$ cat src/tacf_pkg.sv
// ----------------------------------------------------------------------------
// tacf_pkg: shared types and constants of the two-axis complementary filter
// Holds the item structs, the configuration bundle, the sequencer state and
// the step codes that the sequencer and the lanes agree on.
// ----------------------------------------------------------------------------
package tacf_pkg;

  // Field widths of the item payloads and of the configuration registers.
  localparam int SAMPLE_WIDTH = 16;
  localparam int COEF_WIDTH = 16;
  localparam int CFG_INDEX_WIDTH = 2;
  localparam int STATE_WIDTH_DEF = 32;

  // Coefficient operand of the lane multiplier: room for 1.0 in Q0.16, signed.
  localparam int MULB_WIDTH = COEF_WIDTH + 2;
  localparam logic [COEF_WIDTH:0] BLEND_UNITY = 17'h10000;

  // Fixed-point alignments between the formats.
  localparam int GYRO_DT_SHIFT = 4;
  localparam int ACCEL_SHIFT = 9;
  localparam int GAIN_SHIFT = 12;
  localparam int DT_SHIFT = 16;
  localparam int GYRO_SHIFT = 12;
  localparam int OUT_SHIFT = 9;

  // Register reset values.
  localparam logic [COEF_WIDTH-1:0] BLEND_RESET = 16'd65405;
  localparam logic [COEF_WIDTH-1:0] PERIOD_RESET = 16'd328;
  localparam logic [COEF_WIDTH-1:0] GAIN_RESET = 16'd2048;

  // Register indexes.
  localparam logic [CFG_INDEX_WIDTH-1:0] CFG_BLEND = 2'd0;
  localparam logic [CFG_INDEX_WIDTH-1:0] CFG_PERIOD = 2'd1;
  localparam logic [CFG_INDEX_WIDTH-1:0] CFG_GAIN = 2'd2;

  typedef struct packed {
    logic                           mode;
    logic signed [SAMPLE_WIDTH-1:0] gyro_rate_x;
    logic signed [SAMPLE_WIDTH-1:0] gyro_rate_y;
    logic signed [SAMPLE_WIDTH-1:0] accel_angle_x;
    logic signed [SAMPLE_WIDTH-1:0] accel_angle_y;
  } sample_t;

  typedef struct packed {
    logic signed [SAMPLE_WIDTH-1:0] angle_x;
    logic signed [SAMPLE_WIDTH-1:0] angle_y;
  } result_t;

  typedef struct packed {
    logic [COEF_WIDTH-1:0] blend;
    logic [COEF_WIDTH-1:0] period;
    logic [COEF_WIDTH-1:0] gain;
  } cfg_t;

  // Step codes of the lane micro-sequence.
  typedef logic [3:0] step_t;

  // First-order filter.
  localparam step_t F1_MUL_GYRO = 4'd0;
  localparam step_t F1_MUL_ACCEL = 4'd1;
  localparam step_t F1_MUL_BLEND = 4'd2;
  localparam step_t F1_BLEND = 4'd3;

  // Second-order filter.
  localparam step_t F2_ERROR = 4'd0;
  localparam step_t F2_MUL_EK = 4'd1;
  localparam step_t F2_EK = 4'd2;
  localparam step_t F2_MUL_EKK = 4'd3;
  localparam step_t F2_EKK = 4'd4;
  localparam step_t F2_MUL_INTEG = 4'd5;
  localparam step_t F2_INTEG = 4'd6;
  localparam step_t F2_RATE_A = 4'd7;
  localparam step_t F2_RATE_B = 4'd8;
  localparam step_t F2_MUL_ANGLE = 4'd9;
  localparam step_t F2_ANGLE = 4'd10;

  typedef enum logic [1:0] {
    ST_IDLE,
    ST_RUN,
    ST_FINISH
  } seq_state_t;

  // Control from the sequencer to both lanes.
  typedef struct packed {
    logic  run;
    logic  second;
    step_t step;
  } lane_ctrl_t;

endpackage

$ cat src/tacf_merge.sv
// ----------------------------------------------------------------------------
// tacf_merge: output stage
// Rounds the two lane angles to the output format, clamps them and holds
// the result item until the receiver takes it.
// ----------------------------------------------------------------------------
module tacf_merge #(
  parameter int STATE_WIDTH = tacf_pkg::STATE_WIDTH_DEF
) (
  input  logic                          clk,
  input  logic                          rst,
  input  logic                          load,
  input  logic signed [STATE_WIDTH-1:0] lane_angle_x,
  input  logic signed [STATE_WIDTH-1:0] lane_angle_y,
  output logic                          result_valid,
  input  logic                          result_ready,
  output tacf_pkg::result_t             result
);

  localparam int SW = tacf_pkg::SAMPLE_WIDTH;
  localparam int RW = STATE_WIDTH + 1;
  localparam logic signed [RW-1:0] R_HALF = RW'(1) <<< (tacf_pkg::OUT_SHIFT - 1);
  localparam logic signed [RW-1:0] R_MAX = {{(RW - SW + 1){1'b0}}, {(SW - 1){1'b1}}};
  localparam logic signed [RW-1:0] R_MIN = ~R_MAX;

  logic signed [SW-1:0] out_x;
  logic signed [SW-1:0] out_y;

  // Round half up to Q9.7 and clamp to the output range.
  function automatic logic signed [SW-1:0] to_out(
    input logic signed [STATE_WIDTH-1:0] a);
    logic signed [RW-1:0] r;
    logic signed [SW-1:0] o;
    r = ($signed({a[STATE_WIDTH-1], a}) + R_HALF) >>> tacf_pkg::OUT_SHIFT;
    if (r > R_MAX) begin
      o = R_MAX[SW-1:0];
    end else if (r < R_MIN) begin
      o = R_MIN[SW-1:0];
    end else begin
      o = r[SW-1:0];
    end
    return o;
  endfunction

  assign out_x = to_out(lane_angle_x);
  assign out_y = to_out(lane_angle_y);

  // Output handshake flag.
  always_ff @(posedge clk) begin
    if (rst) begin
      result_valid <= 1'b0;
    end else if (load) begin
      result_valid <= 1'b1;
    end else if (result_ready) begin
      result_valid <= 1'b0;
    end
  end

  // Output item register.
  always_ff @(posedge clk) begin
    if (load) begin
      result.angle_x <= out_x;
      result.angle_y <= out_y;
    end
  end

endmodule

$ cat config.mk
export PLATFORM = sky130hd
export DESIGN_NAME = tacf_merge
export DESIGN_NICKNAME = d
export VERILOG_FILES = /design/src/tacf_pkg.sv /design/src/tacf_merge.sv
export SDC_FILE = /design/constraint.sdc
export NUM_CORES = 1
export LEC_CHECK = 0
export BUFFER_PORTS_ARGS = -buffer_cell sky130_fd_sc_hd__buf_4
export CAP_MARGIN = 20
export CORE_UTILIZATION = 24
export DETAILED_ROUTE_END_ITERATION = 16
export GPL_ROUTABILITY_DRIVEN = 0
export PLACE_DENSITY = 0.59
export SYNTH_ARGS = -nofsm -noshare
export SYNTH_HDL_FRONTEND = slang
export SYNTH_SLANG_ARGS = --single-unit
export TNS_END_PERCENT = 100
$ cat constraint.sdc
create_clock -name clk -period 2 [get_ports clk]
set_input_delay 0.2 -clock clk [delete_from_list [all_inputs] [get_ports clk]]
set_output_delay 0.2 -clock clk [all_outputs]
set_load 0.01 [all_outputs]
==> flow_summary.yaml <==
status:
  outcome: "completed"
worst_setup_path:
  critPathMaxStageDelay_ns: 0.34
  path_cells: "buf_4 > ha_1 > nand2_1 > buf_4 > nor3_1 > mux2_4 > a221oi_2 > nor3_4 > buf_12 > a21oi_1 > o21ai_0"
  start_kind: "primary input"
  worstSetupPathType: "in -> reg"
  critPathArrivalTime_ns: 1.91
  required_ns: 2.02
  cp_max_fo: 14
  cp-end-kind: "flip-flop"
  cp_slowest_cell: "a221oi_2"
  r2r_start: "result_valid"
  critical_path.startpoint: "lane_angle_y[8]"
  crit_top_cell: "buf_4"
global_route:
  grt_usage_pct: 12.5
  grt_pass1_vias: 2307
  grt_pass1_wl_um: 10400
  grt.overflow.total: 0
  grt_antenna_before_repair: 0
  grt_max_degree: 34
synth:
  avgSynthCellArea_um2: 9.60
  synthTopCellsByCount: "edfxtp_1, a21oi_1, xor2_1"
  syn-cell-area_um2: 2470
  ys_warn_count: 0
  async_reset_ff_share_pct: 0
  yosysTopAreaCell: "edfxtp_1"
  netlist.area_leader.share_pct: 38.9
  synth_most_common_cell: "edfxtp_1"
  synthTopCellsByArea: "edfxtp_1, xor2_1, a21oi_1"
  ys.flop_type: "edfxtp_1"
  synth_seq_cells: 33
  syn_nets: 327
  yosysSeqAreaShare_pct: 39.8
  synth_edf_count: 32
  syn-instance-count: 257
  yosysUniqueCellTypes: 54
sta:
  rsz0062_at_grt: "no"
  tns_ns: 0
  layout_min_cycle_time_ns: 1.89
  slew_viol_final: 0
  fin_skew_ns: 0
  relSlewSlack_pct: 72.4
  fmax_mhz: 530
  setup_viol: 0
  worst_hold_slack_ns: 0.0674
  hold_viol_final: 0
  post-route-period-util_pct: 94.3
  worst_pin_slew_ns: 0.409
drt:
  viasPerCell: 4.67
  dr.pass1.iters: 4
  drtIter0Drc: 64
  wl_per_cell_um: 12.2
  wirelength_um: 6540
  ant_nets: 0
  route.vias.total: 2495
  drc: 0
clocking:
  numCtsBuffers: 5
  clockRootBuffer: "clkbuf_8"
  hold_buffers: 0
  clk_path_buf_depth: 2
  htreeDepth: 2
  clkLatencyLatePin_ns: 0.28
  cts.sinks: 33
  cts_tree: "built"
  path_clk_slew_ns: 0.07
floorplanning:
  io_pins: 101
  core_um2: 9860
  rows: 36
  die_w_um: 103
  die_area_um2: 10700
  dieHeight_um: 103
  start_util_pct: 25.0
job:
  drv_cap: 0
power_and_ir_drop:
  pwr_density_cell_nw_per_um2: 489
  vdd_drop_max_mv: 0.215
  leakage_nw: 1.55
layout:
  fin_cells: 534
  diodes: 0
  final_core_util_pct: 38.4
  drive_above_1_share_pct: 44.6
  syn2layout_area_growth_pct: 53.5
  final_area_um2: 3790
  layout.nets: 470
place:
  place_hpwl_um: 5290
  port_buffers: 84
  placed_cell_area_um2: 3640
  dp.cells: 522
min_path:
  hold_start: "rst"
  hold_class: "in -> reg"
## critical path, delay by kind of cell
kind	cells	cell delay, ns
mux	1	0.26
compound gates	3	0.57
simple gates	3	0.29
buf+inv	3	0.39
fa+ha+maj	1	0.20
## metal layers
metal,vias to the layer above,track usage [%],routed length [um],part of all wire (%)
met5,-,0,0,0
met2,89,22.5,3140,48
li1,1264,-,-,-
met3,11,1.95,382,5.8
met1,1131,14.6,2850,44
met4,0,5.42,161,2.5
## layout make-up
class / instances / area, um^2
fillers: 992 / 6080
inverters: 5 / 18.8
multi-input cells: 208 / 1400
flip-flops and latches: 33 / 981
clock buffers: 8 / 90.1
well taps: 133 / 166
repair buffers: 147 / 1130
## path summary, 6_finish.rpt
kind             endpoint  slack (ns)  cells past startpoint
max             result[4]        0.11                     11
min          result_valid        0.07                      2
max reg2reg  result_valid        1.42                      2
min reg2reg  result_valid        0.50                      2
## through the flow
step	setup WS, ns	power (mW)
3_5_place_dp	-0.268	1.36
4_1_cts	0.0324	1.88
5_1_grt	0.0227	1.95
2_1_floorplan	0.0261	1.04
6_report	0.113	1.85
3_3_place_gp	-0.175	1.35
## cell families (layout without fill, tap and decap cells)
group	after synthesis	count (layout)	synth area share, %
buf+inv	16	160	3.96
fa+ha+maj	2	2	1.01
mux	3	3	1.47
simple gates	103	103	24.0
xor+xnor	31	31	11.0
flops	33	33	39.8
compound gates	69	69	18.8
## power by group
part | internal [mW] | switching (mW)
registers | 0.827 | 0.0173
clock network | 0.281 | 0.231
logic | 0.260 | 0.235
## cell usage in the layout, fill, tap and decap left out, types with 2 or more instances in the layout
cell / netlist / layout
buf_4: 3 / 145
or2_2: 2 / 2
ha_1: 2 / 2
xnor2_1: 11 / 11
o211ai_1: 2 / 2
nor3_1: 18 / 18
a21oi_1: 26 / 26
and4_1: 5 / 4
a21oi_2: 5 / 5
inv_1: 5 / 5
nand4_2: 2 / 2
nor2_1: 17 / 17
edfxtp_1: 32 / 32
nand3_1: 19 / 19
o21ai_1: 10 / 10
clkbuf_8: 0 / 6
nor3b_1: 2 / 2
and3_1: 8 / 8
nand2_1: 13 / 13
nand4_1: 4 / 4
xor2_1: 20 / 20
o21ai_0: 6 / 6
a31oi_1: 5 / 5
nor3_4: 2 / 2
nand3_2: 2 / 2
buf_12: 0 / 2
nor2_2: 2 / 2
clkbuf_1: 2 / 2
## flip-flops by register name, summed over array words and instances (netlist names)
name / count
result_valid: 1
result: 32
## what timing repair did
action,CTS,global route
endpoints found under the setup margin,0,22
resized for setup,0,2
setup buffers,0,4
Note: power is estimated with default switching activity, not from simulation.
