$ cat src/tacf_pkg.sv
// ----------------------------------------------------------------------------
// tacf_pkg: shared types and constants of the two-axis complementary filter
// Holds the item structs, the configuration bundle, the sequencer state and
// the step codes that the sequencer and the lanes agree on.
// ----------------------------------------------------------------------------
package tacf_pkg;

  // Field widths of the item payloads and of the configuration registers.
  localparam int SAMPLE_WIDTH = 16;
  localparam int COEF_WIDTH = 16;
  localparam int CFG_INDEX_WIDTH = 2;
  localparam int STATE_WIDTH_DEF = 32;

  // Coefficient operand of the lane multiplier: room for 1.0 in Q0.16, signed.
  localparam int MULB_WIDTH = COEF_WIDTH + 2;
  localparam logic [COEF_WIDTH:0] BLEND_UNITY = 17'h10000;

  // Fixed-point alignments between the formats.
  localparam int GYRO_DT_SHIFT = 4;
  localparam int ACCEL_SHIFT = 9;
  localparam int GAIN_SHIFT = 12;
  localparam int DT_SHIFT = 16;
  localparam int GYRO_SHIFT = 12;
  localparam int OUT_SHIFT = 9;

  // Register reset values.
  localparam logic [COEF_WIDTH-1:0] BLEND_RESET = 16'd65405;
  localparam logic [COEF_WIDTH-1:0] PERIOD_RESET = 16'd328;
  localparam logic [COEF_WIDTH-1:0] GAIN_RESET = 16'd2048;

  // Register indexes.
  localparam logic [CFG_INDEX_WIDTH-1:0] CFG_BLEND = 2'd0;
  localparam logic [CFG_INDEX_WIDTH-1:0] CFG_PERIOD = 2'd1;
  localparam logic [CFG_INDEX_WIDTH-1:0] CFG_GAIN = 2'd2;

  typedef struct packed {
    logic                           mode;
    logic signed [SAMPLE_WIDTH-1:0] gyro_rate_x;
    logic signed [SAMPLE_WIDTH-1:0] gyro_rate_y;
    logic signed [SAMPLE_WIDTH-1:0] accel_angle_x;
    logic signed [SAMPLE_WIDTH-1:0] accel_angle_y;
  } sample_t;

  typedef struct packed {
    logic signed [SAMPLE_WIDTH-1:0] angle_x;
    logic signed [SAMPLE_WIDTH-1:0] angle_y;
  } result_t;

  typedef struct packed {
    logic [COEF_WIDTH-1:0] blend;
    logic [COEF_WIDTH-1:0] period;
    logic [COEF_WIDTH-1:0] gain;
  } cfg_t;

  // Step codes of the lane micro-sequence.
  typedef logic [3:0] step_t;

  // First-order filter.
  localparam step_t F1_MUL_GYRO = 4'd0;
  localparam step_t F1_MUL_ACCEL = 4'd1;
  localparam step_t F1_MUL_BLEND = 4'd2;
  localparam step_t F1_BLEND = 4'd3;

  // Second-order filter.
  localparam step_t F2_ERROR = 4'd0;
  localparam step_t F2_MUL_EK = 4'd1;
  localparam step_t F2_EK = 4'd2;
  localparam step_t F2_MUL_EKK = 4'd3;
  localparam step_t F2_EKK = 4'd4;
  localparam step_t F2_MUL_INTEG = 4'd5;
  localparam step_t F2_INTEG = 4'd6;
  localparam step_t F2_RATE_A = 4'd7;
  localparam step_t F2_RATE_B = 4'd8;
  localparam step_t F2_MUL_ANGLE = 4'd9;
  localparam step_t F2_ANGLE = 4'd10;

  typedef enum logic [1:0] {
    ST_IDLE,
    ST_RUN,
    ST_FINISH
  } seq_state_t;

  // Control from the sequencer to both lanes.
  typedef struct packed {
    logic  run;
    logic  second;
    step_t step;
  } lane_ctrl_t;

endpackage

$ cat src/tacf_seq.sv
// ----------------------------------------------------------------------------
// tacf_seq: item sequencer
// Takes an input item, holds it for the lanes, steps both lanes through the
// selected filter and hands the finished angles to the output stage.
// ----------------------------------------------------------------------------
module tacf_seq (
  input  logic                  clk,
  input  logic                  rst,
  input  logic                  sample_valid,
  output logic                  sample_ready,
  input  tacf_pkg::sample_t     sample,
  input  logic                  result_valid,
  input  logic                  result_ready,
  output tacf_pkg::sample_t     held,
  output tacf_pkg::lane_ctrl_t  ctrl,
  output logic                  load
);

  tacf_pkg::seq_state_t state;
  tacf_pkg::seq_state_t state_next;
  tacf_pkg::step_t      step;
  tacf_pkg::step_t      step_next;
  tacf_pkg::step_t      last_step;

  assign last_step = held.mode ? tacf_pkg::F2_ANGLE : tacf_pkg::F1_BLEND;

  assign ctrl.run = (state == tacf_pkg::ST_RUN);
  assign ctrl.second = held.mode;
  assign ctrl.step = step;

  // State register and step counter.
  always_ff @(posedge clk) begin
    if (rst) begin
      state <= tacf_pkg::ST_IDLE;
      step <= '0;
    end else begin
      state <= state_next;
      step <= step_next;
    end
  end

  // Next state and handshake outputs.
  always_comb begin
    state_next = state;
    step_next = step;
    sample_ready = 1'b0;
    load = 1'b0;
    unique case (state)
      tacf_pkg::ST_IDLE: begin
        sample_ready = 1'b1;
        if (sample_valid) begin
          state_next = tacf_pkg::ST_RUN;
          step_next = '0;
        end
      end
      tacf_pkg::ST_RUN: begin
        if (step == last_step) begin
          state_next = tacf_pkg::ST_FINISH;
        end else begin
          step_next = step + 4'd1;
        end
      end
      tacf_pkg::ST_FINISH: begin
        load = !result_valid || result_ready;
        if (load) begin
          state_next = tacf_pkg::ST_IDLE;
        end
      end
      default: begin
        state_next = tacf_pkg::ST_IDLE;
      end
    endcase
  end

  // The accepted item is held for the whole update.
  always_ff @(posedge clk) begin
    if (sample_valid && sample_ready) begin
      held <= sample;
    end
  end

endmodule

$ cat config.mk
export PLATFORM = sky130hd
export DESIGN_NAME = tacf_seq
export DESIGN_NICKNAME = d
export VERILOG_FILES = /design/src/tacf_pkg.sv /design/src/tacf_seq.sv
export SDC_FILE = /design/constraint.sdc
export NUM_CORES = 1
export LEC_CHECK = 0
export BUFFER_PORTS_ARGS = -buffer_cell sky130_fd_sc_hd__clkbuf_2
export CORE_AREA = 2 2 76 78
export DETAILED_ROUTE_END_ITERATION = 8
export DIE_AREA = 0 0 78 80
export PLACE_DENSITY = 0.78
export SLEW_MARGIN = 10
export SYNTH_ARGS = -nofsm -noshare
export SYNTH_HDL_FRONTEND = slang
export SYNTH_SLANG_ARGS = --single-unit
$ cat constraint.sdc
create_clock -name clk -period 4.42 [get_ports clk]
set_clock_uncertainty 0.15 [all_clocks]
set_input_delay 0.221 -clock clk [delete_from_list [all_inputs] [get_ports clk]]
set_output_delay 0.221 -clock clk [all_outputs]
set_load 0.005 [all_outputs]
==> metrics, run 1 <==
status=completed; Root Driver=clkbuf_8; post_cts resized=0; antenna violations before repair=0; Leak Pwr=1.74 nW; CP Launch Point=state[1]; area of the multi-input gates=231 um2; CTS sink cnt=71; ant diodes=0; Critical Path RT=4.29 ns; via/cell ratio=4.64; Initial Util=43.4%; number of synthesized flops with an enable pin=65; Die Area=6240 um2; Max Root-Sink Buffers=2; most common flop cell mapped by yosys=edfxtp_1; crit path max fanout=45; worst setup margin=2.04 ns; first-pass GRT wire length=9210 um; H-tree depth=3; Worst VDD drop=0.202 mV; CTS Buf Count=9; largest family of logic cells by synthesized area=simple AND/OR/NAND/NOR gates; cell internal pwr=1.19 mW; post-synthesis register bit count=71; IO buf count=142; register area share after synthesis=88.4%; layout cell share with drive strength beyond 1=49.1%; crit path kind=reg2reg; Max-Slew Margin vs Limit=29.8%; ys async rst share=0%; worst slew pin tran=1.05 ns; residual DRC count=0; via count=1867; Post-Place Setup Slack=2.10 ns; max incr delay on CP=0.87 ns; area of the mapped netlist=2340 um2; Layout Utilization=74.0%; Net Sw Frac=21.5%; fillers=354; Die H=80 um; drt wl/cell=16.5 um; clk slew on worst S/H paths=0.08 ns; worst reg-to-reg setup slack=2.04 ns; Detailed Route WL=6620 um; post-synthesis xor/xnor area fraction=0%; Final Hold Fails=0; Final min period=2.38 ns; CP startpoint kind=flip-flop; # rows=27; final slew viol count=0; Worst-Skew Late Latency=0.33 ns; critical-path cell list=nor2_1 > and2_2 > buf_4; commonest non-fill, non-tap cells in the layout=142 x clkbuf_2, 65 x edfxtp_1, 65 x dlygate4sd3_1; grt total ovfl=0; syn_nets=181; Worst Reg-to-Reg Cells=3; Clock Power Share=37.8%; vias in the first global route=1850; proportion of synthesized area in mux cells=0%; # IOs=143; post-synthesis adder-cell area fraction=0.534%; CP Capture Type=flip-flop; Initial DRC Count=144; Synth Area in Simple Gates=5.02%; final setup violation count=0; Worst setup endpoint=held[50]; core region area=5410 um2; cts hold-fix bufs=65; largest net degree at the start of global routing=46; sequential share of power=52.4%; RSZ-0062 raised after global routing=no; number of routed nets with antenna violations=0; most common cell after layout, fill and taps aside=clkbuf_2; Synth Instances=110; complex-gate fraction of the synthesized area=4.27%; Post CTS Setup Buffer Count=0; Setup Total Neg Slack=0 ns; RR Startpoint=state[1]; max-cap viol count=0; first-pass iteration count of the detailed router=4; CTS tree=yes; Avg Synthesized Cell Area=21.3 um2; part of the cycle the worst path needs=53.9%; HP Class=in2reg; Nets=396; synth-to-layout area growth=70.6%; All-Layer GR Usage=20.5%; Psw=0.325 mW; Tot Pwr=1.51 mW; register area=2070 um2; Slowest-stage cell, CP=and2_2; Detail Placement HPWL=3770 um; Fmax=420 MHz; GP Congestion=0.738; yosys warns=0; worst reg2reg endpoint=held[50]; crit path DAT=2.25 ns; Combinational Power Share=9.9%; Die W=78 um; Cell Pwr Density=378 nW/um2; Synth cell types=29
[per-stage QoR]
stage	hold slack (ns)	std cells	instance area, um2
after detailed placement	0.250	321	3130
after floorplan	0.170	110	2340
after global placement	0.248	321	3130
final	0.0215	402	4000
after global routing	0.0514	402	4000
after CTS	0.00959	402	4000
[state kept, by name, indices dropped and copies added (netlist names)]
register  flops
ctrl          1
held         64
state         2
step          4
[layout make-up]
class                   instances  share of cell area [%]
repair buffers                208                    34.2
inverters                       4                   0.376
clock inverters                 6                    2.32
multi-input cells              31                    5.79
well taps                      72                    2.25
flip-flops and latches         71                    51.8
clock buffers                  10                    3.19
[per-layer routing]
| metal | routed length [um] | up-vias | GRT usage [%] |
|---|---|---|---|
| li1 | - | 858 | - |
| met1 | 2380 | 880 | 21.1 |
| met5 | 0 | - | 0 |
| met4 | 146 | 0 | 9.65 |
| met2 | 3570 | 114 | 38.5 |
| met3 | 522 | 15 | 5.43 |
[cell families after synthesis]
group           count (synthesis)
compound gates                 12
flops                          71
simple gates                   18
fa+ha+maj                       1
buf+inv                         8
[Yosys cell counts (2+ instances only)]
master	number	area [um2]
buf_4	3	22.5
inv_1	4	15.0
edfxtp_1	65	1950
nor2b_1	2	12.5
nand3_1	3	15.0
dfxtp_1	6	120
nor2_1	4	15.0
nor3b_1	2	15.0
[worst min path at each step]
stage               start        to  slack (ns)  depth (start not counted)
2_1_floorplan  sample[64]   ctrl[4]        0.17                          0
3_3_place_gp   sample[36]  held[36]        0.25                          1
3_5_place_dp   sample[42]  held[42]        0.25                          1
4_1_cts               rst  state[0]        0.01                          2
5_1_grt               rst  state[0]        0.05                          2
6_report              rst  state[0]        0.02                          2
[power groups by stage]
stage	logic, mW	clock network (mW)	registers, mW
after global routing	0.160	0.606	0.793
after global placement	0.0967	0	0.802
after detailed placement	0.0987	0	0.804
after floorplan	0.0245	0	0.809
final	0.149	0.570	0.791
after CTS	0.146	0.571	0.789
[critical path: cells and delay by family, from the launching register on]
family                 cells  cell delay, ns
AND/OR/NAND/NOR            2            1.06
buffers and inverters      1            0.42
flip-flops                 1            0.41
No activity file was read; power rests on OpenSTA's default activity.
==> inputs of run 2 (changes only) <==
Settings changed: CORE_AREA 2 2 76 78 to 2 2 82 84, DIE_AREA 0 0 78 80 to 0 0 84 86, PLACE_DENSITY 0.78 to 0.7.
Clock period 4.42 ns to 2.1 ns, I/O delays scaled along.
==> metrics, run 2 (synthesis gave the netlist of run 1 again) <==
status=completed; clk slew on worst S/H paths=0.07 ns; cts hold-fix bufs=68; Post CTS Setup Buffer Count=0; CTS tree=yes; Initial DRC Count=91; final slew viol count=0; Net Sw Frac=20.3%; Psw=0.632 mW; first-pass GRT wire length=9000 um; CP Capture Type=flip-flop; RSZ-0062 raised after global routing=no; via count=1797; Initial Util=37.3%; layout cell share with drive strength beyond 1=48.8%; antenna violations before repair=0; Worst Reg-to-Reg Cells=3; All-Layer GR Usage=16.7%; ant diodes=0; grt total ovfl=0; Worst VDD drop=0.426 mV; post_cts resized=0; crit path max fanout=64; Detail Placement HPWL=3750 um; Nets=399; Combinational Power Share=10.1%; max incr delay on CP=0.40 ns; Tot Pwr=3.12 mW; CP Launch Point=state[1]; Setup Total Neg Slack=0 ns; cell depth of the worst setup path=3; Worst-Skew Late Latency=0.33 ns; part of the cycle the worst path needs=75.0%; fillers=457; RR Startpoint=state[1]; Cell Pwr Density=772 nW/um2; number of routed nets with antenna violations=0; largest net degree at the start of global routing=65; max reg flops=64; via/cell ratio=4.39; worst reg-to-reg setup slack=0.53 ns; CTS sink cnt=71; Layout Utilization=64.3%; Max-Slew Margin vs Limit=69.5%; # IOs=143; residual DRC count=0; HP Class=in2reg; most common cell after layout, fill and taps aside=clkbuf_2; Slowest-stage cell, CP=dfxtp_1; crit path DAT=1.43 ns; Reg with most FFs=held; Leak Pwr=1.76 nW; Final Hold Fails=0; Buf/Inv on CP=1; Worst setup endpoint=held[43]; commonest non-fill, non-tap cells in the layout=142 x clkbuf_2, 68 x dlygate4sd3_1, 65 x edfxtp_1; max-cap viol count=0; crit path kind=reg2reg; Regs by FF count=held (64), step (4), state (2); worst reg2reg endpoint=held[43]; first-pass iteration count of the detailed router=4; vias in the first global route=1832; worst slew pin tran=0.457 ns; IO buf count=142; Final min period=1.57 ns; GP Congestion=0.809; drt wl/cell=14.4 um; final setup violation count=0; cell internal pwr=2.48 mW; H-tree depth=3; Root Driver=clkbuf_8; synth-to-layout area growth=72.2%; critical-path cell list=nor2_1 > and2_2 > buf_12; Die H=86 um; # rows=29; Max Root-Sink Buffers=2; Crit path max-delay family=flip-flops; Detailed Route WL=5890 um; Die W=84 um; sequential share of power=53.3%; Critical Path RT=1.95 ns; Die Area=7220 um2; core region area=6280 um2; CTS Buf Count=9; Clock Power Share=36.6%; Fmax=635 MHz; CP startpoint kind=flip-flop
## run 2: layer usage
metal  track usage, %  part of all wire (%)  routed length, um  vias up
li1                 -                     -                  -      870
met3             6.16                   9.1                535       10
met4             8.36                   1.5                 87        0
met1             18.5                    39               2310      814
met2             28.4                    50               2950      103
met5                0                     0                  0        -
## run 2: per-stage QoR
| step | setup WS, ns | instances | instance area (um2) | hold slack, ns |
|---|---|---|---|---|
| 3_5_place_dp | 0.522 | 326 | 3150 | 0.134 |
| 6_report | 0.526 | 409 | 4040 | 0.0234 |
| 4_1_cts | 0.519 | 409 | 4040 | 0.00582 |
| 3_3_place_gp | 0.571 | 326 | 3150 | 0.133 |
| 2_1_floorplan | 0.0784 | 110 | 2340 | 0.0539 |
| 5_1_grt | 0.440 | 409 | 4040 | 0.0343 |
## run 2: power groups by stage
stage	combinational (mW)	sequential [mW]	clock [mW]
6_report	0.314	1.66	1.14
5_1_grt	0.343	1.67	1.24
4_1_cts	0.317	1.66	1.17
3_5_place_dp	0.215	1.69	0
3_3_place_gp	0.210	1.69	0
2_1_floorplan	0.0521	1.70	0
## run 2: layout make-up
class                           instances  area [um2]  area share [%]
Tap cell                               77        96.3            2.39
Timing Repair Buffer                  211        1410            35.0
Multi-Input combinational cell         31         231            5.73
Clock buffer                            9         124            3.07
Sequential cell                        71        2070            51.3
Inverter                                4        15.0           0.372
Clock inverter                          6        86.3            2.14
## run 2: how the worst min path moves through the flow
stage          depth (start not counted)  endpoint    startpoint
2_1_floorplan                          0   ctrl[4]    sample[64]
3_3_place_gp                           1   held[2]     sample[2]
3_5_place_dp                           1  held[58]    sample[58]
4_1_cts                                4  state[1]  result_valid
5_1_grt                                4  state[1]  result_valid
6_report                               4  state[1]  result_valid
## run 2: worst reg2reg max path, cell delays in order, from the launching register on
cell and delay, ns:
dfxtp_1 0.40, nor2_1 0.16, and2_2 0.20, buf_12 0.29
