==> src/tacf_pkg.sv <==
// ----------------------------------------------------------------------------
// tacf_pkg: shared types and constants of the two-axis complementary filter
// Holds the item structs, the configuration bundle, the sequencer state and
// the step codes that the sequencer and the lanes agree on.
// ----------------------------------------------------------------------------
package tacf_pkg;

  // Field widths of the item payloads and of the configuration registers.
  localparam int SAMPLE_WIDTH = 16;
  localparam int COEF_WIDTH = 16;
  localparam int CFG_INDEX_WIDTH = 2;
  localparam int STATE_WIDTH_DEF = 32;

  // Coefficient operand of the lane multiplier: room for 1.0 in Q0.16, signed.
  localparam int MULB_WIDTH = COEF_WIDTH + 2;
  localparam logic [COEF_WIDTH:0] BLEND_UNITY = 17'h10000;

  // Fixed-point alignments between the formats.
  localparam int GYRO_DT_SHIFT = 4;
  localparam int ACCEL_SHIFT = 9;
  localparam int GAIN_SHIFT = 12;
  localparam int DT_SHIFT = 16;
  localparam int GYRO_SHIFT = 12;
  localparam int OUT_SHIFT = 9;

  // Register reset values.
  localparam logic [COEF_WIDTH-1:0] BLEND_RESET = 16'd65405;
  localparam logic [COEF_WIDTH-1:0] PERIOD_RESET = 16'd328;
  localparam logic [COEF_WIDTH-1:0] GAIN_RESET = 16'd2048;

  // Register indexes.
  localparam logic [CFG_INDEX_WIDTH-1:0] CFG_BLEND = 2'd0;
  localparam logic [CFG_INDEX_WIDTH-1:0] CFG_PERIOD = 2'd1;
  localparam logic [CFG_INDEX_WIDTH-1:0] CFG_GAIN = 2'd2;

  typedef struct packed {
    logic                           mode;
    logic signed [SAMPLE_WIDTH-1:0] gyro_rate_x;
    logic signed [SAMPLE_WIDTH-1:0] gyro_rate_y;
    logic signed [SAMPLE_WIDTH-1:0] accel_angle_x;
    logic signed [SAMPLE_WIDTH-1:0] accel_angle_y;
  } sample_t;

  typedef struct packed {
    logic signed [SAMPLE_WIDTH-1:0] angle_x;
    logic signed [SAMPLE_WIDTH-1:0] angle_y;
  } result_t;

  typedef struct packed {
    logic [COEF_WIDTH-1:0] blend;
    logic [COEF_WIDTH-1:0] period;
    logic [COEF_WIDTH-1:0] gain;
  } cfg_t;

  // Step codes of the lane micro-sequence.
  typedef logic [3:0] step_t;

  // First-order filter.
  localparam step_t F1_MUL_GYRO = 4'd0;
  localparam step_t F1_MUL_ACCEL = 4'd1;
  localparam step_t F1_MUL_BLEND = 4'd2;
  localparam step_t F1_BLEND = 4'd3;

  // Second-order filter.
  localparam step_t F2_ERROR = 4'd0;
  localparam step_t F2_MUL_EK = 4'd1;
  localparam step_t F2_EK = 4'd2;
  localparam step_t F2_MUL_EKK = 4'd3;
  localparam step_t F2_EKK = 4'd4;
  localparam step_t F2_MUL_INTEG = 4'd5;
  localparam step_t F2_INTEG = 4'd6;
  localparam step_t F2_RATE_A = 4'd7;
  localparam step_t F2_RATE_B = 4'd8;
  localparam step_t F2_MUL_ANGLE = 4'd9;
  localparam step_t F2_ANGLE = 4'd10;

  typedef enum logic [1:0] {
    ST_IDLE,
    ST_RUN,
    ST_FINISH
  } seq_state_t;

  // Control from the sequencer to both lanes.
  typedef struct packed {
    logic  run;
    logic  second;
    step_t step;
  } lane_ctrl_t;

endpackage

==> src/tacf_lane.sv <==
// ----------------------------------------------------------------------------
// tacf_lane: filter core for one axis
// Holds the angle and rate integrator of one axis and steps through the
// first- or second-order update with a single registered multiplier.
// ----------------------------------------------------------------------------
module tacf_lane #(
  parameter int STATE_WIDTH = tacf_pkg::STATE_WIDTH_DEF
) (
  input  logic                                     clk,
  input  logic                                     rst,
  input  tacf_pkg::lane_ctrl_t                     ctrl,
  input  tacf_pkg::cfg_t                           cfg,
  input  logic signed [tacf_pkg::SAMPLE_WIDTH-1:0] gyro,
  input  logic signed [tacf_pkg::SAMPLE_WIDTH-1:0] accel,
  output logic signed [STATE_WIDTH-1:0]            angle
);

  localparam int SW = tacf_pkg::SAMPLE_WIDTH;
  localparam int MBW = tacf_pkg::MULB_WIDTH;
  localparam int PW = STATE_WIDTH + MBW;
  localparam int XW = STATE_WIDTH + MBW + 2;
  localparam logic signed [XW-1:0] X_ONE = XW'(1);
  localparam logic signed [XW-1:0] ST_MAX_X =
    {{(XW - STATE_WIDTH + 1){1'b0}}, {(STATE_WIDTH - 1){1'b1}}};
  localparam logic signed [XW-1:0] ST_MIN_X = ~ST_MAX_X;

  logic signed [STATE_WIDTH-1:0] integ;
  logic signed [STATE_WIDTH-1:0] tmp;
  logic signed [STATE_WIDTH-1:0] ek;
  logic signed [PW-1:0]          prod;
  logic signed [XW-1:0]          accum;

  logic signed [STATE_WIDTH-1:0] angle_next;
  logic signed [STATE_WIDTH-1:0] integ_next;
  logic signed [STATE_WIDTH-1:0] tmp_next;
  logic signed [STATE_WIDTH-1:0] ek_next;
  logic signed [XW-1:0]          accum_next;

  logic signed [STATE_WIDTH-1:0] mul_a;
  logic signed [MBW-1:0]         mul_b;
  logic [tacf_pkg::COEF_WIDTH:0] blend_rest;

  logic signed [XW-1:0] prod_x;
  logic signed [XW-1:0] angle_x;
  logic signed [XW-1:0] integ_x;
  logic signed [XW-1:0] tmp_x;
  logic signed [XW-1:0] ek_x;
  logic signed [XW-1:0] gyro_x;
  logic signed [XW-1:0] accel_x;

  // Floor of (x + half) / 2^s, so that halves round upwards.
  function automatic logic signed [XW-1:0] rnd_sh(input logic signed [XW-1:0] x,
                                                  input int unsigned s);
    logic signed [XW-1:0] biased;
    biased = x + (X_ONE <<< (s - 1));
    return biased >>> s;
  endfunction

  // Clamp to the signed state range.
  function automatic logic signed [STATE_WIDTH-1:0] sat_st(
    input logic signed [XW-1:0] x);
    logic signed [STATE_WIDTH-1:0] r;
    if (x > ST_MAX_X) begin
      r = ST_MAX_X[STATE_WIDTH-1:0];
    end else if (x < ST_MIN_X) begin
      r = ST_MIN_X[STATE_WIDTH-1:0];
    end else begin
      r = x[STATE_WIDTH-1:0];
    end
    return r;
  endfunction

  // Sign extension of the operands into the working width.
  assign prod_x = {{(XW - PW){prod[PW-1]}}, prod};
  assign angle_x = {{(XW - STATE_WIDTH){angle[STATE_WIDTH-1]}}, angle};
  assign integ_x = {{(XW - STATE_WIDTH){integ[STATE_WIDTH-1]}}, integ};
  assign tmp_x = {{(XW - STATE_WIDTH){tmp[STATE_WIDTH-1]}}, tmp};
  assign ek_x = {{(XW - STATE_WIDTH){ek[STATE_WIDTH-1]}}, ek};
  assign gyro_x = {{(XW - SW){gyro[SW-1]}}, gyro};
  assign accel_x = {{(XW - SW){accel[SW-1]}}, accel};

  // Weight of the accelerometer angle in the first-order blend, 1 - a.
  assign blend_rest = tacf_pkg::BLEND_UNITY - {1'b0, cfg.blend};

  // Operand selection for the multiplier; its product is ready a step later.
  always_comb begin
    mul_a = tmp;
    mul_b = {2'b00, cfg.period};
    if (!ctrl.second) begin
      unique case (ctrl.step)
        tacf_pkg::F1_MUL_GYRO: begin
          mul_a = {{(STATE_WIDTH - SW){gyro[SW-1]}}, gyro};
          mul_b = {2'b00, cfg.period};
        end
        tacf_pkg::F1_MUL_ACCEL: begin
          mul_a = {{(STATE_WIDTH - SW){accel[SW-1]}}, accel};
          mul_b = {1'b0, blend_rest};
        end
        tacf_pkg::F1_MUL_BLEND: begin
          mul_a = tmp;
          mul_b = {2'b00, cfg.blend};
        end
        default: begin
          mul_a = tmp;
          mul_b = {2'b00, cfg.period};
        end
      endcase
    end else begin
      unique case (ctrl.step)
        tacf_pkg::F2_MUL_EK: begin
          mul_a = tmp;
          mul_b = {2'b00, cfg.gain};
        end
        tacf_pkg::F2_MUL_EKK: begin
          mul_a = ek;
          mul_b = {2'b00, cfg.gain};
        end
        default: begin
          mul_a = tmp;
          mul_b = {2'b00, cfg.period};
        end
      endcase
    end
  end

  // Add, round and clamp for the current step.
  always_comb begin
    angle_next = angle;
    integ_next = integ;
    tmp_next = tmp;
    ek_next = ek;
    accum_next = accum;
    if (ctrl.run) begin
      if (!ctrl.second) begin
        unique case (ctrl.step)
          tacf_pkg::F1_MUL_ACCEL: begin
            tmp_next = sat_st(angle_x + rnd_sh(prod_x, tacf_pkg::GYRO_DT_SHIFT));
          end
          tacf_pkg::F1_MUL_BLEND: begin
            accum_next = prod_x <<< tacf_pkg::ACCEL_SHIFT;
          end
          tacf_pkg::F1_BLEND: begin
            angle_next = sat_st(rnd_sh(prod_x + accum, tacf_pkg::DT_SHIFT));
          end
          default: begin
            tmp_next = tmp;
          end
        endcase
      end else begin
        unique case (ctrl.step)
          tacf_pkg::F2_ERROR: begin
            tmp_next = sat_st((accel_x <<< tacf_pkg::ACCEL_SHIFT) - angle_x);
          end
          tacf_pkg::F2_EK: begin
            ek_next = sat_st(rnd_sh(prod_x, tacf_pkg::GAIN_SHIFT));
          end
          tacf_pkg::F2_EKK: begin
            tmp_next = sat_st(rnd_sh(prod_x, tacf_pkg::GAIN_SHIFT));
          end
          tacf_pkg::F2_INTEG: begin
            integ_next = sat_st(integ_x + rnd_sh(prod_x, tacf_pkg::DT_SHIFT));
          end
          tacf_pkg::F2_RATE_A: begin
            tmp_next = sat_st(integ_x + (ek_x <<< 1));
          end
          tacf_pkg::F2_RATE_B: begin
            tmp_next = sat_st(tmp_x + (gyro_x <<< tacf_pkg::GYRO_SHIFT));
          end
          tacf_pkg::F2_ANGLE: begin
            angle_next = sat_st(angle_x + rnd_sh(prod_x, tacf_pkg::DT_SHIFT));
          end
          default: begin
            tmp_next = tmp;
          end
        endcase
      end
    end
  end

  // Filter state, cleared at reset.
  always_ff @(posedge clk) begin
    if (rst) begin
      angle <= '0;
      integ <= '0;
    end else begin
      angle <= angle_next;
      integ <= integ_next;
    end
  end

  // Working registers and the registered product.
  always_ff @(posedge clk) begin
    tmp <= tmp_next;
    ek <= ek_next;
    accum <= accum_next;
    prod <= mul_a * mul_b;
  end

endmodule

==> config.mk <==
export PLATFORM = sky130hd
export DESIGN_NAME = tacf_lane
export DESIGN_NICKNAME = d
export VERILOG_FILES = /design/src/tacf_pkg.sv /design/src/tacf_lane.sv
export SDC_FILE = /design/constraint.sdc
export NUM_CORES = 2
export LEC_CHECK = 0
export BUFFER_PORTS_ARGS = -buffer_cell sky130_fd_sc_hd__buf_2
export CORE_ASPECT_RATIO = 1.75
export CORE_MARGIN = 2
export CORE_UTILIZATION = 45
export DETAILED_ROUTE_END_ITERATION = 12
export MAX_ROUTING_LAYER = met4
export PLACE_DENSITY = 0.66
export SLEW_MARGIN = 20
export SYNTH_ARGS = -nofsm -noshare
export SYNTH_HDL_FRONTEND = slang
export SYNTH_SLANG_ARGS = --single-unit
==> constraint.sdc <==
create_clock -name clk -period 23 [get_ports clk]
set_input_delay 4.6 -clock clk [delete_from_list [all_inputs] [get_ports clk]]
set_output_delay 4.6 -clock clk [all_outputs]
set_load 0.03 [all_outputs]
==> flow_summary.json <==
{
  "end_kind": "flip-flop",
  "cts_buffer_depth": 3,
  "numCtsBuffers": 26,
  "slowest_delay_ps": 820,
  "use_met2": 0.618,
  "fin_tns_setup_ps": 0,
  "post_cts_buffers": 0,
  "yosysWarningCount": 0,
  "nets": 6274,
  "r2r_cells": 24,
  "clk-insertion-delay-late_ps": 620,
  "async_flop_share": 0,
  "drt_iter0_markers": 3420,
  "endpoint": "prod[49]",
  "rrSetupSlack_ps": 15090,
  "busiest_layer": "met2",
  "met3_usage": 0.0881,
  "grt_pass1_wl_um": 268000,
  "worst_path_max_delay_cell": "nor2_2",
  "critPathMaxFanout": 18,
  "finalHoldViolCount": 0,
  "period_minus_slack_ps": 14260,
  "grt_pass1_vias": 42200,
  "ioPinCount": 120,
  "via_count": 40800,
  "reg2reg_to": "prod[49]",
  "required_ps": 23490,
  "first_pass_iters": 6,
  "routed_wl_um": 182000,
  "critical_path_class": "input port to flip-flop",
  "synth.distinct_cells": 93,
  "drive_gt1_frac": 0.0666,
  "slew_violations": 0,
  "r2r_start": "ek[10]",
  "tritoncts": "yes",
  "hp-class": "flip-flop to flip-flop",
  "syn_avg_cell_area_um2": 8.26,
  "mostFrequentLayoutCells": "inv_1 (679), nor2_1 (548), fa_1 (526)",
  "synth-edff-count": 107,
  "syn_nets": 6275,
  "crit_top_cell": "fa_1",
  "tightest_slew_ps": 1170,
  "critPathLaunchType": "input port",
  "area_delta_synth_final_pct": 6.89,
  "relSlewSlack": 0.196,
  "netlist_area_mm2": 0.0435,
  "post_cts_resized": 0,
  "htreeDepth": 1,
  "gr-total-overflow": 0,
  "dieHeight_um": 415,
  "fp.dieW_um": 239,
  "gp_congestion": 1.05,
  "synth-seq-cells": 221,
  "ctsHoldBuffers": 0,
  "cts.sinks": 221,
  "cp.arrival_ps": 14750,
  "grt_use_total": 0.381,
  "fin_skew_ps": 32.3,
  "crit_path_start": "ctrl[2]",
  "num_rows": 150,
  "ant_nets": 0,
  "grt_max_degree": 53,
  "die_area_mm2": 0.0993,
  "synthFlopType": "dfxtp_1",
  "met1_usage": 0.354,
  "finalSetupViolCount": 0,
  "portBuffers": 119,
  "fmax_mhz": 70.1,
  "via_per_inst": 6.27,
  "ys_seq_area_frac": 0.126,
  "antenna_found_initial": 10,
  "maxCapViolCount": 0,
  "dp_hpwl_um": 149000,
  "rsz0062_at_grt": "false",
  "min_period_over_period": 0.620,
  "drc": 0,
  "final_common_cell": "inv_1",
  "postSynthCellCount": 5264,
  "status": "finished clean",
  "routedWlPerCell_um": 27.9,
  "cts_root_buf": "clkbuf_16",
  "cts.reportedPaths.clkPinSlew_ps": 60,
  "initial_core_util": 0.454,
  "coreArea_mm2": 0.0957
}
flip-flops by register name, summed over array words and instances (netlist names):
name / cells
prod: 50
accum: 43
angle: 32
ek: 32
integ: 32
tmp: 32
logic make-up after synthesis:
family | share of synthesized area
buf+inv | 0.0801
mux | 0.0202
xor+xnor | 0.0729
fa+ha+maj | 0.356
flops | 0.126
simple gates | 0.160
compound gates | 0.184
worst max-delay path, delay by kind of cell:
kind | cells | cell delay (ps)
AOI/OAI and AO/OA | 7 | 2580
xor gates and xnor gates | 1 | 110
adders and majority gates | 7 | 3540
buffers and inverters | 4 | 550
and+or+nand+nor | 10 | 3310
how the worst min path moves through the flow:
stage / from / end / slack (ps) / cells past startpoint
finish: prod[2] / accum[11] / 410 / 0
global route: prod[2] / accum[11] / 410 / 0
CTS: prod[2] / accum[11] / 410 / 0
detailed placement: prod[2] / accum[11] / 400 / 0
global placement: prod[2] / accum[11] / 390 / 0
floorplan: prod[1] / accum[10] / 390 / 0
cell type report:
cell class | count | area, um^2
diodes | 9 | 22.5
clock buffers | 29 | 662
clock inverters | 19 | 231
fillers | 9447 | 49200
inverters | 680 | 2550
multi-input cells | 4130 | 34800
flip-flops and latches | 221 | 5500
well taps | 1216 | 1520
repair buffers | 204 | 1240
cell usage after synthesis (21+ instances only):
library cell | number | area (um^2)
xor2_1 | 146 | 1280
a211oi_1 | 84 | 631
nand2b_1 | 58 | 363
nor2b_1 | 46 | 288
dfxtp_1 | 114 | 2280
a21o_1 | 133 | 998
a31oi_1 | 34 | 213
o22ai_1 | 37 | 231
o21ai_0 | 265 | 1330
nor4_1 | 21 | 131
a21oi_1 | 287 | 1440
clkbuf_1 | 197 | 739
o21bai_1 | 25 | 188
nand3_1 | 90 | 450
o221ai_1 | 36 | 315
nand2_1 | 504 | 1890
xnor2_1 | 216 | 1890
edfxtp_1 | 107 | 3210
o211ai_1 | 37 | 278
a32o_1 | 21 | 210
a221oi_1 | 21 | 184
and2_1 | 35 | 219
mux2i_1 | 71 | 711
o21a_1 | 43 | 323
nor3_1 | 49 | 245
o31ai_1 | 25 | 188
ha_1 | 397 | 4970
nor2_1 | 551 | 2070
fa_1 | 526 | 10500
inv_1 | 680 | 2550
nand4_1 | 66 | 413
and3_1 | 44 | 275
metal layers:
layer	vias up	wire [um]	part of all wire
li1	17900	-	-
met1	19800	56700	0.31
met2	2047	86500	0.48
met3	1003	13700	0.075
met4	0	24800	0.14
met5	-	0	0
through the flow:
step / hold WS [ps] / area, um^2 / utilization / setup WS (ps) / std cells
floorplan: 386 / 43500 / - / 9700 / 5264
global placement: 386 / 45500 / 0.476 / 8170 / 6450
finish: 408 / 46500 / 0.486 / 8740 / 6508
CTS: 411 / 46400 / 0.485 / 8480 / 6498
detailed placement: 396 / 45500 / 0.476 / 7860 / 6450
global route: 413 / 46500 / 0.486 / 8160 / 6508
Power is not shown: default switching activity piles up to over one toggle a cycle in this logic, so the estimate is an artifact.
